===== src/hdl/mtp_pkg.sv =====
// Shared types, constants and helper functions for the MT19937 generator.
// Used by every module of the block and by the mtp_word_if channel interface.
`default_nettype none

package mtp_pkg;

    // Generator geometry and the standard MT19937 constants.
    localparam int unsigned WORD_W   = 32;
    localparam int unsigned MT_WORDS = 624;
    localparam int unsigned MT_SHIFT = 397;
    localparam int unsigned IDX_W    = $clog2(MT_WORDS);

    localparam logic [IDX_W-1:0] IDX_LAST     = IDX_W'(MT_WORDS - 1);
    localparam logic [IDX_W-1:0] IDX_FAR_WRAP = IDX_W'(MT_WORDS - MT_SHIFT);
    localparam logic [IDX_W-1:0] IDX_SHIFT    = IDX_W'(MT_SHIFT);
    localparam logic [IDX_W-1:0] IDX_BACK     = IDX_W'(MT_WORDS - MT_SHIFT);

    localparam logic [WORD_W-1:0] MT_INIT_MUL = 32'd1812433253;
    localparam logic [WORD_W-1:0] MT_UPPER    = 32'h8000_0000;
    localparam logic [WORD_W-1:0] MT_LOWER    = 32'h7fff_ffff;
    localparam logic [WORD_W-1:0] MT_MATRIX   = 32'd2567483615;
    localparam logic [WORD_W-1:0] MT_TEMPER_B = 32'd2636928640;
    localparam logic [WORD_W-1:0] MT_TEMPER_C = 32'd4022730752;
    localparam logic [WORD_W-1:0] SEED_RESET  = 32'd5489;

    // A classified draw command as it travels through the queue.
    typedef struct packed {
        logic do_seed;
    } t_cmd;

    // One side of the command queue: a command and its valid flag.
    typedef struct packed {
        logic valid;
        t_cmd cmd;
    } t_cmd_slot;

    // Back-end sequencer states.
    typedef enum logic [2:0] {
        ST_IDLE,
        ST_SEED,
        ST_RD1,
        ST_RD2,
        ST_CALC,
        ST_EMIT
    } t_back_state;

    // Output tempering of one state word.
    function automatic logic [WORD_W-1:0] mt_temper(input logic [WORD_W-1:0] w);
        logic [WORD_W-1:0] t;
        t = w;
        t = t ^ (t >> 11);
        t = t ^ ((t << 7) & MT_TEMPER_B);
        t = t ^ ((t << 15) & MT_TEMPER_C);
        t = t ^ (t >> 18);
        return t;
    endfunction

endpackage

`default_nettype wire


===== src/hdl/mtp_queue.sv =====
// Two-entry command queue between the front end and the back end.
// Depends on mtp_pkg for the command types.
`default_nettype none

module mtp_queue
    import mtp_pkg::*;
(
    input  wire logic      i_clk,
    input  wire logic      i_rst_n,
    input  wire t_cmd_slot i_push,
    output logic           o_full,
    output t_cmd_slot      o_head,
    input  wire logic      i_pop_ready
);

    t_cmd       r_slot [2];
    logic       r_wr_ptr;
    logic       r_rd_ptr;
    logic [1:0] r_count;
    logic       do_push;
    logic       do_pop;

    assign o_full      = (r_count == 2'd2);
    assign o_head.valid = (r_count != 2'd0);
    assign o_head.cmd   = r_slot[r_rd_ptr];

    assign do_push = i_push.valid && !o_full;
    assign do_pop  = o_head.valid && i_pop_ready;

    // Command storage; no reset needed on payload.
    always_ff @(posedge i_clk) begin
        if (do_push) begin
            r_slot[r_wr_ptr] <= i_push.cmd;
        end
    end

    // Pointers and fill count.
    always_ff @(posedge i_clk) begin
        if (!i_rst_n) begin
            r_wr_ptr <= 1'b0;
            r_rd_ptr <= 1'b0;
            r_count  <= 2'd0;
        end else begin
            if (do_push) begin
                r_wr_ptr <= !r_wr_ptr;
            end
            if (do_pop) begin
                r_rd_ptr <= !r_rd_ptr;
            end
            case ({do_push, do_pop})
                2'b10:   r_count <= r_count + 2'd1;
                2'b01:   r_count <= r_count - 2'd1;
                default: r_count <= r_count;
            endcase
        end
    end

endmodule

`default_nettype wire


===== config.mk =====
export PLATFORM = sky130hd
export DESIGN_NAME = mtp_queue
export DESIGN_NICKNAME = d
export VERILOG_FILES = /design/src/hdl/mtp_pkg.sv /design/src/hdl/mtp_queue.sv
export SDC_FILE = /design/constraint.sdc
export NUM_CORES = 1
export LEC_CHECK = 0
export ABC_AREA = 1
export BUFFER_PORTS_ARGS = -buffer_cell sky130_fd_sc_hd__buf_2
export CORE_AREA = 2 2 39 41
export CTS_BUF_LIST = sky130_fd_sc_hd__clkbuf_8
export DETAILED_ROUTE_END_ITERATION = 12
export DIE_AREA = 0 0 41 43
export MAX_ROUTING_LAYER = met4
export PLACE_DENSITY_LB_ADDON = 0.25
export SYNTH_ARGS = -nofsm -noshare
export SYNTH_HDL_FRONTEND = slang
export SYNTH_SLANG_ARGS = --single-unit

===== constraint.sdc =====
create_clock -name i_clk -period 1.5 [get_ports i_clk]
set_input_delay 0.225 -clock i_clk [delete_from_list [all_inputs] [get_ports i_clk]]
set_output_delay 0.225 -clock i_clk [all_outputs]
set_load 0.1 [all_outputs]

==> flow_summary.ini <==
[detailed_routing]
num_vias = 275
drt_iter0_drc = 2
wirelength_um = 565
firstDrtPassIters = 3
drc = 0
vias_per_cell = 4.04
ant_nets = 0
wire_per_inst_um = 8.31

[die]
die_y_um = 43
ios = 8
dieArea_um2 = 1760
rows = 14
core_um2 = 1380
dieWidth_um = 41
initial_utilization_pct = 23.1

[min_path]
worstHoldPathType = input port to register

[status]
status = complete, no violations

[clock_network]
cts.clk_slew.worst_paths_ns = 0.04
cts_max_level = 1
cts-root-buf = clkbuf_8
cts_sinks = 7
clk_latency_ns = 0.23
hold_buffers = 0
postCtsSetupBuffers = 0
cts_resized = 0
clock_path_buffers = 2
cts_buffers = 3
cts_tree = yes

[pwr]
switchingPower_w = 0.000427
p_int_w = 0.000545
clkPwrFrac_pct = 26.5
leakage_nw = 0.219
p_comb_share_pct = 44.6
switching_share_pct = 43.9
vdd_drop_max_uv = 821
pwr_density_cell_nw_per_um2 = 2200
p_seq_share_pct = 28.8

[sta]
setup_tns_ns = 0
timing.final.ws_setup_ns = 0.104
max_freq_mhz = 716
maxSlewViolCount = 0
post-route-min-period_ns = 1.40
hold_viol_final = 0
tightest_slew_ns = 0.484
skew_ns = 0.000880
setup_viol = 0
period_share_pct = 93.1
timing.slew.headroom_pct = 68.0
rsz0062_at_grt = false

[synth]
postSynthCellCount = 41
synth_nets = 47
synth_area_um2 = 319
yosys_warnings = 0
synth.distinct_cells = 13
yosysSeqAreaShare_pct = 50.2
synth.avg_cell_area_um2 = 7.78
ys_seq_elements = 7

[final_layout]
final_cell_mix = nor2_1 (10), nand2_1 (8), inv_1 (6), buf_2 (6)
nets = 59
layout_commonest_cell = nor2_1
area_growth_pct = 38.4
drive_gt1_share_pct = 32.7
num-fill-cells = 150
diodes = 0

[worst_setup_path]
end_kind = output pin
cp_data_required_time_ns = 1.27
reg2reg_setup_slack_ns = 0.17
crit_path_start_kind = register
cp.arrival_ns = 1.17
path_max_fanout = 4
critPathKind = register to output pin

[global_route]
grt_use_total_pct = 8.85
top_usage_layer = met2
grt_max_degree = 8
met2_usage_pct = 11.9
antenna_found_initial = 0
grtUsageMet1_pct = 8.68
grt_pass1_vias = 244
grt_pass1_wl_um = 945
gr-usage-met3_pct = 7.85
overflow = 0

[placement]
dp_hpwl_um = 450
dp_worst_setup_slack_ns = 0.0882
port-buffer-count = 7
globalplace.congestion = 0.701

[flow_run]
cap_violations = 0
## critical path: stages (launching register included)
cell and delay [ns]:
dfxtp_2 0.35, inv_2 0.05, nor2_4 0.11, buf_2 0.43
## power by group through the flow
stage	logic, W	clock network, W	registers, W
2_1_floorplan	0.000337	0	0.000272
3_3_place_gp	0.000435	0	0.000281
3_5_place_dp	0.000436	0	0.000282
4_1_cts	0.000436	0.000264	0.000278
5_1_grt	0.000467	0.000279	0.000287
6_report	0.000434	0.000258	0.000280
## cell type report
type	count	area, µm²	share of cell area (%)
well taps	16	20.0	4.53
inverters	7	26.3	5.95
flip-flops and latches	7	163	36.8
clock inverters	1	3.75	0.850
multi-input cells	27	138	31.2
clock buffers	3	41.3	9.35
repair buffers	7	50.0	11.3
## metrics by stage
step	hold slack (ns)	utilization [%]	cells	total power [W]	cell area (µm²)
finish	0.196	31.9	68	0.000973	442
global route	0.187	31.9	68	0.00103	442
CTS	0.194	31.8	68	0.000978	440
detailed placement	0.427	28.6	64	0.000717	395
global placement	0.424	28.6	64	0.000715	395
floorplan	0.324	-	41	0.000608	325
## per-layer routing
| layer | vias to the layer above | share of wire, % |
|---|---|---|
| met4 | 0 | 0 |
| met5 | - | 0 |
| met1 | 117 | 41 |
| met2 | 8 | 50 |
| met3 | 0 | 8.8 |
| li1 | 150 | - |
## cell families (layout without fill, tap and decap cells)
family	count (synthesis)	count (layout)	share of synthesized area, %
flip-flops	7	7	50.2
buffers and inverters	7	18	8.24
AO/OA/AOI/OAI	3	3	5.49
multiplexers	1	1	3.53
AND/OR/NAND/NOR	22	22	28.6
adder cells (fa/ha/maj)	1	1	3.92
## worst paths after layout
path | cells past startpoint | from | end
max | 3 | r_count[1] | o_full
min | 1 | i_push[0] | r_slot[0]
max reg2reg | 9 | r_count[0] | r_count[1]
min reg2reg | 2 | r_wr_ptr | r_wr_ptr
## cells in the mapped netlist
cell      count  area (µm²)
nand2_1       8        30.0
inv_1         7        26.3
nand3_1       1        5.00
dfxtp_1       5         100
edfxtp_1      2        60.1
nor2_2        2        12.5
nand4_1       1        6.26
a21oi_1       1        5.00
mux2_2        1        11.3
nor2_1       10        37.5
o21a_1        1        7.51
ha_1          1        12.5
o21ai_0       1        5.00
Note: power is estimated with default switching activity, not from simulation.
